### src/indexed_list_store_top_defines.svh
// Assertion macros shared by the indexed list store RTL.
`ifndef INDEXED_LIST_STORE_TOP_DEFINES_SVH
`define INDEXED_LIST_STORE_TOP_DEFINES_SVH

// Checked outside reset only.
`define ILS_ASSERT(lbl, prop, msg) \
  lbl: assert property (@(posedge clk_i) disable iff (!rst_ni) (prop)) else $error(msg);

// Checked at every edge, reset included.
`define ILS_ASSERT_ALWAYS(lbl, prop, msg) \
  lbl: assert property (@(posedge clk_i) (prop)) else $error(msg);

`endif

### src/ils_pkg.sv
// Shared types and defaults for the indexed list store.
package ils_pkg;

  localparam int unsigned DefDepth = 16;
  localparam int unsigned DefWidth = 32;
  localparam int unsigned KindW    = 3;
  localparam int unsigned IndexW   = 5;
  localparam int unsigned ValueW   = 32;
  localparam int unsigned CountW   = 5;

  typedef enum logic [KindW-1:0] {
    KIND_PUSH   = 3'd0,
    KIND_POP    = 3'd1,
    KIND_INSERT = 3'd2,
    KIND_ERASE  = 3'd3,
    KIND_GET    = 3'd4,
    KIND_CLEAR  = 3'd5,
    KIND_RESIZE = 3'd6
  } kind_e;

  typedef enum logic [1:0] {
    CMD_NONE,
    CMD_WRITE,
    CMD_INSERT,
    CMD_ERASE
  } cell_cmd_e;

  typedef struct packed {
    logic ok;
    logic rd_en;
  } res_t;

endpackage

### src/ils_cell.sv
// One storage cell of the list: holds one element, shifts from either neighbour.
module ils_cell #(
  parameter int unsigned WIDTH = 32,
  parameter int unsigned CW    = 5,
  parameter int unsigned IDX   = 0
) (
  input  logic               clk_i,
  input  logic               rst_ni,
  input  ils_pkg::cell_cmd_e cmd_i,
  input  logic [CW-1:0]      pos_i,
  input  logic [CW-1:0]      cnt_i,
  input  logic [WIDTH-1:0]   val_i,
  input  logic [WIDTH-1:0]   left_i,
  input  logic [WIDTH-1:0]   right_i,
  output logic [WIDTH-1:0]   elem_o
);
  import ils_pkg::*;

  localparam logic [CW:0] MyPos = (CW+1)'(IDX);

  logic [CW:0]      pos_x, cnt_x;
  logic [WIDTH-1:0] elem_d, elem_q;

  assign pos_x = {1'b0, pos_i};
  assign cnt_x = {1'b0, cnt_i};

  always_comb begin
    elem_d = elem_q;
    unique case (cmd_i)
      CMD_WRITE: begin
        if (MyPos == pos_x) elem_d = val_i;
      end
      CMD_INSERT: begin
        if (MyPos == pos_x) elem_d = val_i;
        else if (MyPos > pos_x && MyPos <= cnt_x) elem_d = left_i;
      end
      CMD_ERASE: begin
        if (MyPos >= pos_x && (MyPos + 1'b1) < cnt_x) elem_d = right_i;
      end
      default: elem_d = elem_q;
    endcase
  end

  always_ff @(posedge clk_i or negedge rst_ni) begin
    if (!rst_ni) elem_q <= '0;
    else elem_q <= elem_d;
  end

  assign elem_o = elem_q;

endmodule

### src/ils_ctrl.sv
// Request decode and fill count register for the indexed list store.
module ils_ctrl #(
  parameter int unsigned DEPTH = 16,
  parameter int unsigned CW    = 5
) (
  input  logic                       clk_i,
  input  logic                       rst_ni,
  input  logic                       fire_i,
  input  logic [ils_pkg::KindW-1:0]  kind_i,
  input  logic [ils_pkg::IndexW-1:0] index_i,
  output ils_pkg::cell_cmd_e         cmd_o,
  output logic [CW-1:0]              pos_o,
  output logic [CW-1:0]              cnt_o,
  output logic [CW-1:0]              cnt_next_o,
  output ils_pkg::res_t              res_o
);
  import ils_pkg::*;

  localparam int unsigned XW = (CW > IndexW) ? CW : IndexW;
  localparam logic [XW-1:0] DepthX = XW'(DEPTH);

  logic [CW-1:0] cnt_d, cnt_q;
  logic [XW-1:0] idx_x, cnt_x;
  logic          full;
  cell_cmd_e     cmd;

  assign idx_x = XW'(index_i);
  assign cnt_x = XW'(cnt_q);
  assign full  = (cnt_x >= DepthX);

  always_comb begin
    cnt_d        = cnt_q;
    cmd          = CMD_NONE;
    pos_o        = CW'(idx_x);
    res_o        = '0;
    unique case (kind_e'(kind_i))
      KIND_PUSH: begin
        pos_o = cnt_q;
        if (!full) begin
          res_o.ok = 1'b1;
          cmd      = CMD_WRITE;
          cnt_d    = cnt_q + 1'b1;
        end
      end
      KIND_POP: begin
        res_o.ok = 1'b1;
        if (cnt_q != '0) cnt_d = cnt_q - 1'b1;
      end
      KIND_INSERT: begin
        if (idx_x <= cnt_x && !full) begin
          res_o.ok = 1'b1;
          cmd      = CMD_INSERT;
          cnt_d    = cnt_q + 1'b1;
        end
      end
      KIND_ERASE: begin
        if (idx_x < cnt_x) begin
          res_o.ok = 1'b1;
          cmd      = CMD_ERASE;
          cnt_d    = cnt_q - 1'b1;
        end
      end
      KIND_GET: begin
        if (idx_x < cnt_x) begin
          res_o.ok    = 1'b1;
          res_o.rd_en = 1'b1;
        end
      end
      KIND_CLEAR: begin
        res_o.ok = 1'b1;
        cnt_d    = '0;
      end
      KIND_RESIZE: begin
        if (idx_x != cnt_x && idx_x <= DepthX) begin
          res_o.ok = 1'b1;
          cnt_d    = CW'(idx_x);
        end
      end
      default: cnt_d = cnt_q;
    endcase
  end

  assign cmd_o      = fire_i ? cmd : CMD_NONE;
  assign cnt_o      = cnt_q;
  assign cnt_next_o = cnt_d;

  always_ff @(posedge clk_i or negedge rst_ni) begin
    if (!rst_ni) cnt_q <= '0;
    else if (fire_i) cnt_q <= cnt_d;
  end

endmodule

### src/indexed_list_store_top.sv
// Top level of the indexed list store: control, row of cells and result register.
//
//   channel  direction  handshake               fields
//   in       sink       in_valid_i / in_stall_o   kind, index, value
//   out      source     out_valid_o / out_stall_i ok, data, count, empty_res
//
// One beat in, one beat out; the result is registered and appears in the cycle after acceptance.
// A new beat is taken every cycle while in_stall_o is low: all cells shift in parallel in that cycle.
// in_stall_o is high only while a result is held and out_stall_i is high.
// Reset clears every element and the count at once; no clearing pass.
module indexed_list_store_top #(
  parameter int unsigned DEPTH = ils_pkg::DefDepth,
  parameter int unsigned WIDTH = ils_pkg::DefWidth
) (
  input  logic                       clk_i,
  input  logic                       rst_ni,
  input  logic                       in_valid_i,
  output logic                       in_stall_o,
  input  logic [ils_pkg::KindW-1:0]  in_kind_i,
  input  logic [ils_pkg::IndexW-1:0] in_index_i,
  input  logic [ils_pkg::ValueW-1:0] in_value_i,
  output logic                       out_valid_o,
  input  logic                       out_stall_i,
  output logic                       out_ok_o,
  output logic [ils_pkg::ValueW-1:0] out_data_o,
  output logic [ils_pkg::CountW-1:0] out_count_o,
  output logic                       out_empty_res_o
);
  import ils_pkg::*;
  `include "indexed_list_store_top_defines.svh"

  localparam int unsigned CW   = $clog2(DEPTH + 1);
  localparam int unsigned RdN  = (DEPTH < 32) ? DEPTH : 32;
  localparam int unsigned RdW  = $clog2(RdN);

  logic             in_fire;
  cell_cmd_e        cmd;
  logic [CW-1:0]    pos, cnt, cnt_next;
  res_t             res;
  logic [WIDTH-1:0] val;
  logic [WIDTH-1:0] elems [DEPTH];
  logic [WIDTH-1:0] rd_elem;
  logic [ValueW-1:0] rd_data;

  logic              valid_d, valid_q;
  logic              ok_q;
  logic [ValueW-1:0] data_q;
  logic [CountW-1:0] count_q;
  logic              empty_q;

  assign in_stall_o = valid_q && out_stall_i;
  assign in_fire    = in_valid_i && !in_stall_o;

  ils_ctrl #(
    .DEPTH(DEPTH),
    .CW   (CW)
  ) u_ctrl (
    .clk_i,
    .rst_ni,
    .fire_i    (in_fire),
    .kind_i    (in_kind_i),
    .index_i   (in_index_i),
    .cmd_o     (cmd),
    .pos_o     (pos),
    .cnt_o     (cnt),
    .cnt_next_o(cnt_next),
    .res_o     (res)
  );

  generate
    if (WIDTH <= ValueW) begin : g_val_narrow
      assign val     = in_value_i[WIDTH-1:0];
      assign rd_data = ValueW'(rd_elem);
    end else begin : g_val_wide
      assign val     = WIDTH'(in_value_i);
      assign rd_data = rd_elem[ValueW-1:0];
    end
  endgenerate

  for (genvar i = 0; i < DEPTH; i++) begin : g_cell
    logic [WIDTH-1:0] left, right;
    if (i == 0) begin : g_first
      assign left = '0;
    end else begin : g_mid_l
      assign left = elems[i-1];
    end
    if (i == DEPTH - 1) begin : g_last
      assign right = '0;
    end else begin : g_mid_r
      assign right = elems[i+1];
    end
    ils_cell #(
      .WIDTH(WIDTH),
      .CW   (CW),
      .IDX  (i)
    ) u_cell (
      .clk_i,
      .rst_ni,
      .cmd_i  (cmd),
      .pos_i  (pos),
      .cnt_i  (cnt),
      .val_i  (val),
      .left_i (left),
      .right_i(right),
      .elem_o (elems[i])
    );
  end

  // Index field reaches at most the first 32 cells.
  assign rd_elem = elems[in_index_i[RdW-1:0]];

  always_comb begin
    valid_d = valid_q;
    if (in_fire) valid_d = 1'b1;
    else if (!out_stall_i) valid_d = 1'b0;
  end

  always_ff @(posedge clk_i or negedge rst_ni) begin
    if (!rst_ni) valid_q <= 1'b0;
    else valid_q <= valid_d;
  end

  always_ff @(posedge clk_i) begin
    if (in_fire) begin
      ok_q    <= res.ok;
      data_q  <= res.rd_en ? rd_data : '0;
      count_q <= CountW'(cnt_next);
      empty_q <= (cnt_next == '0);
    end
  end

  assign out_valid_o     = valid_q;
  assign out_ok_o        = ok_q;
  assign out_data_o      = data_q;
  assign out_count_o     = count_q;
  assign out_empty_res_o = empty_q;

  `ILS_ASSERT(a_cnt_in_range, {1'b0, cnt} <= (CW+1)'(DEPTH), "fill count above depth")
  `ILS_ASSERT(a_fail_keeps_cnt, in_fire && !res.ok |=> cnt == $past(cnt), "failed request moved count")
  `ILS_ASSERT(a_data_only_ok, out_valid_o && out_data_o != '0 |-> out_ok_o, "data on failed beat")
  `ILS_ASSERT(a_count_tracks, out_valid_o |-> out_count_o == CountW'(cnt), "held count off register")
  `ILS_ASSERT_ALWAYS(a_rst_idle, !rst_ni |-> !out_valid_o, "result valid in reset")

endmodule
### config.mk
export PLATFORM = sky130hd
export DESIGN_NAME = indexed_list_store_top
export DESIGN_NICKNAME = d
export VERILOG_FILES = /design/src/ils_pkg.sv /design/src/ils_cell.sv /design/src/ils_ctrl.sv /design/src/indexed_list_store_top.sv
export VERILOG_INCLUDE_DIRS = /design/src /design/src/src
export SDC_FILE = /design/constraint.sdc
export NUM_CORES = 2
export LEC_CHECK = 0
export ABC_CLOCK_PERIOD_IN_PS = 9100
export BUFFER_PORTS_ARGS = -buffer_cell sky130_fd_sc_hd__buf_2
export CAP_MARGIN = 20
export CORE_MARGIN = 1
export CORE_UTILIZATION = 45
export CTS_CLUSTER_SIZE = 16
export DETAILED_ROUTE_END_ITERATION = 6
export GPL_TIMING_DRIVEN = 0
export PLACE_DENSITY_LB_ADDON = 0.15
export SYNTH_ARGS = -nofsm -noshare
export SYNTH_HDL_FRONTEND = slang
export SYNTH_SLANG_ARGS = --single-unit
### constraint.sdc
create_clock -name clk_i -period 9.1 [get_ports clk_i]
set_clock_uncertainty 0.05 [all_clocks]
set_input_delay 1.82 -clock clk_i [delete_from_list [all_inputs] [get_ports clk_i]]
set_output_delay 1.82 -clock clk_i [all_outputs]
set_load 0.1 [all_outputs]
## Yosys cells after proc, flatten, opt, wreduce, memory -nomap -nowiden

Index checks and enable logic that the tools add are counted.

| operators by class | value |
|---|---|
| muxes and demuxes | 103 |
| eq/ne operators | 74 |
| reductions and logical operators | 60 |
| shift operators | 0 |
| bitwise logic cells | 1 |
| divide/modulo/power cells | 0 |
| multipliers | 0 |
| order comparisons | 69 |
| add/subtract/negate cells | 2 |

Operators by type and width:

| cell | count |
|---|---|
| two-way mux 32 bit | 66 |
| one-hot mux 32 bit (3 select lines) | 16 |
| binary-select mux 32 bit (select 4 bit) | 1 |
| inequality test 2 x 1 -> 1 bit (second input constant) | 33 |
| AND reduction 4 bit | 16 |
| inequality test 3 x 1 -> 1 bit (second input constant) | 16 |
| == test 4 x 5 -> 1 bit (first input constant) | 8 |
| greater-or-equal comparator 4 x 5 -> 1 bit (first input constant) | 8 |
| > comparator 4 x 5 -> 1 bit (first input constant) | 8 |
| <= comparator 4 x 5 -> 1 bit (first input constant) | 8 |
| < comparator 4 x 5 -> 1 bit (first input constant) | 8 |
| logical AND 1 bit | 36 |
| two-way mux 5 bit | 6 |
| one-hot mux 5 bit (6 select lines) | 1 |
| == test 3 x 5 -> 1 bit (first input constant) | 4 |
| greater-or-equal comparator 3 x 5 -> 1 bit (first input constant) | 4 |
| > comparator 3 x 5 -> 1 bit (first input constant) | 4 |
| <= comparator 3 x 5 -> 1 bit (first input constant) | 4 |
| < comparator 3 x 5 -> 1 bit (first input constant) | 4 |
| == test 2 x 5 -> 1 bit (first input constant) | 2 |
| greater-or-equal comparator 1 x 5 -> 1 bit (first input constant) | 2 |
| greater-or-equal comparator 2 x 5 -> 1 bit (first input constant) | 2 |
| greater-or-equal comparator 5 bit (second input constant) | 2 |
| > comparator 1 x 5 -> 1 bit (first input constant) | 2 |
| other kinds (30) | 48 |

| word-level totals | value |
|---|---|
| bits in latches | 0 |
| output and inout port bits | 41 |
| RAM bits | 0 |
| bits in read-only memories | 0 |
| input bits | 44 |
| logic and storage cells | 331 |
| flip-flop bits (word level) | 557 |
| memories kept | 0 |

## Logic depth before layout (Yosys ltp)

| logic depth | value |
|---|---|
| word-level depth | 9 |
| mapped depth | 17 |
| gate-level depth less buffers | 9 |

## Hierarchy

From an unflattened synthesis, not the netlist that was laid out.

| second synthesis, totals | value |
|---|---|
| cell total of the unflattened synthesis | 4503 |
| area total of the unflattened synthesis | 43973.4 µm² |

By module, submodules not included:

| module | times used | sequential area each (µm²) | area an instance (µm²) | cells each |
|---|---|---|---|---|
| indexed_list_store_top | 1 | 1196.1 | 5748.0 | 594 |
| ils_cell at g_cell[11].u_cell | 1 | 800.8 | 2409.8 | 239 |
| ils_cell at g_cell[15].u_cell | 1 | 800.8 | 2397.3 | 237 |
| ils_cell at g_cell[2].u_cell | 1 | 800.8 | 2393.5 | 238 |
| ils_cell at g_cell[0].u_cell | 1 | 800.8 | 2383.5 | 201 |
| ils_cell at g_cell[3].u_cell | 1 | 800.8 | 2383.5 | 238 |
| ils_cell at g_cell[13].u_cell | 1 | 800.8 | 2377.3 | 236 |
| ils_cell at g_cell[7].u_cell | 1 | 800.8 | 2372.3 | 237 |
| ils_cell at g_cell[9].u_cell | 1 | 800.8 | 2321.0 | 240 |
| ils_cell at g_cell[14].u_cell | 1 | 800.8 | 2293.4 | 238 |
| ils_cell at g_cell[6].u_cell | 1 | 800.8 | 2279.7 | 238 |
| ils_cell at g_cell[10].u_cell | 1 | 800.8 | 2274.7 | 237 |
| ils_cell at g_cell[12].u_cell | 1 | 800.8 | 2269.7 | 237 |
| ils_cell at g_cell[4].u_cell | 1 | 800.8 | 2263.4 | 235 |
| +4 rows | - | - | - | - |

## Least setup slack after synthesis

No wires, ideal clock.

| timing path | value |
|---|---|
| kind | input -> register |
| from | input in_index_i[0] (netlist name) |
| to | register g_cell[13].u_cell.elem_q[30] |
| path buffers | 7 |
| setup time | 127 ps |
| data arrival time | 4823 ps |
| stages | 16 |
| path slack | 4099 ps |
| data required time | 8923 ps |
| cells stage by stage | buf_2 -> buf_2 -> buf_1 -> inv_1 -> ha_1 -> nand2b_1 -> a21oi_1 -> buf_4 -> o21ai_1 -> buf_2 -> a21oi_2 -> buf_4 -> a21oi_2 -> clkbuf_1 -> a2bb2oi_1 -> mux2_1 |

| on the way | value |
|---|---|
| word-level cells in the longest chain between the ends | 8 |
| elaborated cells on any way between the ends | 23 |
| those cells by class | 4 x order compare; 7 x eq/ne; 7 x mux; 5 x reduce/logical |

RTL lines:

| what | line | source |
|---|---|---|
| start: declaration | indexed_list_store_top.sv:20 | `input logic [ils_pkg::IndexW-1:0] in_index_i,` |
| <= comparator 5 bit | ils_ctrl.sv:50 | `if (idx_x <= cnt_x && !full) begin` |
| logical AND 1 bit | ils_ctrl.sv:50 |  |
| two-way mux 2 bit | ils_ctrl.sv:50 |  |
| one-hot mux 2 bit (3 select lines) | ils_ctrl.sv:36 | `unique case (kind_e'(kind_i))` |
| two-way mux 2 bit | ils_ctrl.sv:83 | `assign cmd_o = fire_i ? cmd : CMD_NONE;` |
| == test 2 bit or == test 2 x 1 -> 1 bit (tied branches) | ils_cell.sv:29 | `unique case (cmd_i)` |
| inequality test 3 x 1 -> 1 bit (no line), or another cell as far along | - |  |
| AND reduction 4 bit (no line) | - |  |
| end signal: assignment | ils_cell.sv:46 | `else elem_q <= elem_d;` |
| end: declaration | ils_cell.sv:22 | `logic [WIDTH-1:0] elem_d, elem_q;` |

Parallel ways exist; a longest one is shown, timed or not.
A chain may end at the register's enable or synchronous reset.

## Worst setup path in the final report

| timing path | value |
|---|---|
| from | input in_index_i[0] (netlist name) |
| to | register g_cell[14].u_cell.elem_q[0] |

| on the way | value |
|---|---|
| word-level cells in the longest chain between the ends | 8 |
| elaborated cells on any way between the ends | 23 |
| those cells by class | 4 x order compare; 7 x eq/ne; 7 x mux; 5 x reduce/logical |

RTL lines:

| what | line |
|---|---|
| <= comparator 5 bit | ils_ctrl.sv:50 |
| logical AND 1 bit | ils_ctrl.sv:50 |
| two-way mux 2 bit | ils_ctrl.sv:50 |
| one-hot mux 2 bit (3 select lines) | ils_ctrl.sv:36 |
| two-way mux 2 bit | ils_ctrl.sv:83 |
| == test 2 bit or == test 2 x 1 -> 1 bit (tied branches) | ils_cell.sv:29 |
| inequality test 3 x 1 -> 1 bit (no line), or another cell as far along | - |
| AND reduction 4 bit (no line) | - |
| end signal: assignment | ils_cell.sv:46 |
| end: declaration | ils_cell.sv:22 |

Parallel ways exist; a longest one is shown, timed or not.

==> flow_summary.toml <==
[worst_hold_path]
hold_class = "reg2reg"

[grt]
grt-ovfl-total = 0
grt_first_pass_wirelength_um = 235000
grt_max_degree = 109
antenna_found_initial = 11
grt.total_usage_pct = 43.2
grt_pass1_vias = 30700

[detailed_routing]
route.detailed.wl_per_inst_um = 37.2
antenna_left = 0
drcViolationCount = 101
drtPass1Iterations = 7
met2_length_um = 67900
drtIter0Drc = 6936
vias_per_cell = 7.27
highest_layer = "met5"
num_vias = 33100
wl_um = 170000
met3_length_um = 26600
wl_met1_um = 64500

[critical_path]
slowest_delay_ps = 780
slowest_stage = "clkbuf_1"
worst_setup_path_start_kind = "input port"
critical_path_required_ps = 9580
crit_arrival_ps = 7420
end_kind = "flip-flop"
worstPathCellList = "buf_2, buf_2, buf_2, buf_1, inv_1, ha_1, and4_1, nand2_1, o21ai_1, buf_2, nand2_1, buf_2, nor2_1, clkbuf_1, a222oi_1, o21ai_0"
critPathTopFamily = "buffers and inverters"
crit_fanout = 10
crit_path_frequent_cell = "buf_2"
critical_path_class = "in2reg"
path_buf_inv = 8

[synthesis]
ys_seq_area_share_pct = 41.4
yosysTopAreaCell = "dfrtp_1"
synth_ff_type = "dfrtp_1"
synthDistinctLibCells = 81
synth_edf_count = 39
async_reset_ff_share_pct = 93.0
yosys_register_bits = 557
syn_avg_cell_area_um2 = 10.1
synth_fp_nets = 3434
syn_inst = 3380
synthTopCellsByArea = "dfrtp_1 38%, mux4_2 7.7%, a222oi_1 6.5%, o21ai_0 6.5%, mux2i_1 4.2%"
netlist_area_um2 = 34100
synth.top_cell.area_share_pct = 38.0
ys_warn_count = 0

[die]
die_x_um = 277
die_area_um2 = 76900
io_pins = 85
core_um2 = 74700
dieHeight_um = 277
initial_core_util_pct = 45.7
rows = 100

[status]
status = "finished, violations left"
failed_checks = "design-rule violations"

[place]
io_buffers = 60
place_congestion = 1.03
dp_cells = 4431
dp_hpwl_um = 131000

[pwr]
switching_share_pct = 42.4
pwr-share-clk_pct = 22.6
ir_drop_uv = 175
power_frac_comb_pct = 35.2
fin_total_pwr_mw = 12.2
power.density_nw_per_um2 = 318
p_switching_mw = 5.16
p_int_mw = 7.00
seqPwrFrac_pct = 42.3
p_leak_nw = 16.4

[run]
drv_cap = 0

[layout]
layout_commonest_cell = "dfrtp_1"
instances_no_fill = 4558
multi_input_area_um2 = 17900
ff_latch_area_um2 = 14100
mostFrequentLayoutCells = "518 x dfrtp_1, 439 x o21ai_0, 372 x nand2_1, 231 x clkbuf_1, 220 x a222oi_1"
area_growth_pct = 12.2
nNetsFinal = 3592
drive_gt1_share_pct = 16.7
num-fill-cells = 6899

[clock_tree]
cts_buffers = 68
clkTransAtPathRegs_ps = 60
cts_buffer_depth = 3
htree_levels = 3
cts_tree = "done"
clkLatencyLatePin_ps = 630
cts_resized = 0
post_cts_buffers = 0
cts_root_buffer = "clkbuf_16"
cts_sinks = 557
hold_buffers = 0

[timing]
fmax_ghz = 0.144
finalSetupViolCount = 0
worst_slew_pin_slew_ps = 1260
fin_crit_sh_pct = 76.2
min_period_ps = 6940
hold_viol = 0
drv_slew = 0
rsz0062_at_grt = "false"
worst_hold_slack_ps = 481
max_slew_margin_pct = 16.1
metrics by stage:
step / area [um^2] / setup slack (ps) / util (%) / TNS [ps]
global placement: 35600 / -5130 / 47.7 / -2595010
finish: 38300 / 2160 / 51.2 / 0
floorplan: 34100 / 4100 / - / 0
detailed placement: 36000 / 1990 / 48.2 / 0
CTS: 38200 / 2610 / 51.1 / 0
global route: 38300 / 2080 / 51.2 / 0
area by class of cell:
cell class              instances  share of cell area, %
inverters                      96                  0.941
flip-flops and latches        557                   36.9
repair buffers                 88                   2.03
diodes                          4                 0.0262
clock buffers                 109                   5.55
clock inverters                 8                 0.0948
well taps                     969                   3.17
multi-input cells            2344                   46.7
plain buffers                 383                   4.60
synth_stat cells (36+ instances only):
| library cell | instances |
|---|---|
| dfrtp_1 | 518 |
| o22ai_1 | 137 |
| or3_1 | 51 |
| nor3_1 | 66 |
| a221oi_1 | 36 |
| nand2_1 | 372 |
| mux2i_1 | 142 |
| nor2_1 | 120 |
| a222oi_1 | 220 |
| o21ai_0 | 440 |
| o22a_1 | 86 |
| inv_1 | 94 |
| buf_1 | 36 |
| clkbuf_1 | 210 |
| edfxtp_1 | 39 |
| o21ai_1 | 46 |
| mux2_2 | 64 |
| buf_2 | 110 |
| a2bb2oi_1 | 85 |
| mux2_4 | 43 |
| mux4_2 | 116 |
routing by layer:
metal  up-vias  global-route usage (%)
met3       522                    16.5
li1      13500                       -
met4         4                    23.4
met5         -                   0.750
met1     16300                    58.7
met2      2864                    58.9
final timing paths:
kind | start | endpoint | slack, ps | cells past startpoint
worst max-delay path | in_index_i[0] | g_cell[14].u_cell.elem_o[0] | 2160 | 16
worst min-delay path | g_cell[15].u_cell.elem_o[25] | g_cell[15].u_cell.elem_o[25] | 480 | 1
worst max register to register | u_ctrl.cnt_o[0] | g_cell[14].u_cell.elem_o[0] | 3050 | 13
worst min register to register | g_cell[15].u_cell.elem_o[25] | g_cell[15].u_cell.elem_o[25] | 480 | 1
max in group asynchronous | rst_ni | g_cell[13].u_cell.elem_o[18] | 6030 | 4
min in group asynchronous | rst_ni | g_cell[0].u_cell.elem_o[4] | 1080 | 1
cells by family after synthesis:
kind of cell	synth area share (%)
xor+xnor	0.0257
compound gates	26.2
buf+inv	6.20
fa+ha+maj	0.367
flops	41.4
mux	16.7
simple gates	9.04
sequential cells by signal, summed over array words and instances, names as in the netlist:
name / cells
g_cell.u_cell.elem_o: 512
out_valid_o: 1
out_data_o: 32
out_ok_o: 1
out_count_o: 5
out_empty_res_o: 1
u_ctrl.cnt_o: 5
power groups by stage:
stage               Clock [mW]  Combinational, mW  Sequential, mW
floorplan                    0               2.78            4.53
global placement             0               3.98            4.98
detailed placement           0               4.06            5.01
CTS                       2.72               4.08            4.98
global route              2.82               4.53            5.20
finish                    2.74               4.28            5.14
Power figures use the tool's default switching activity.
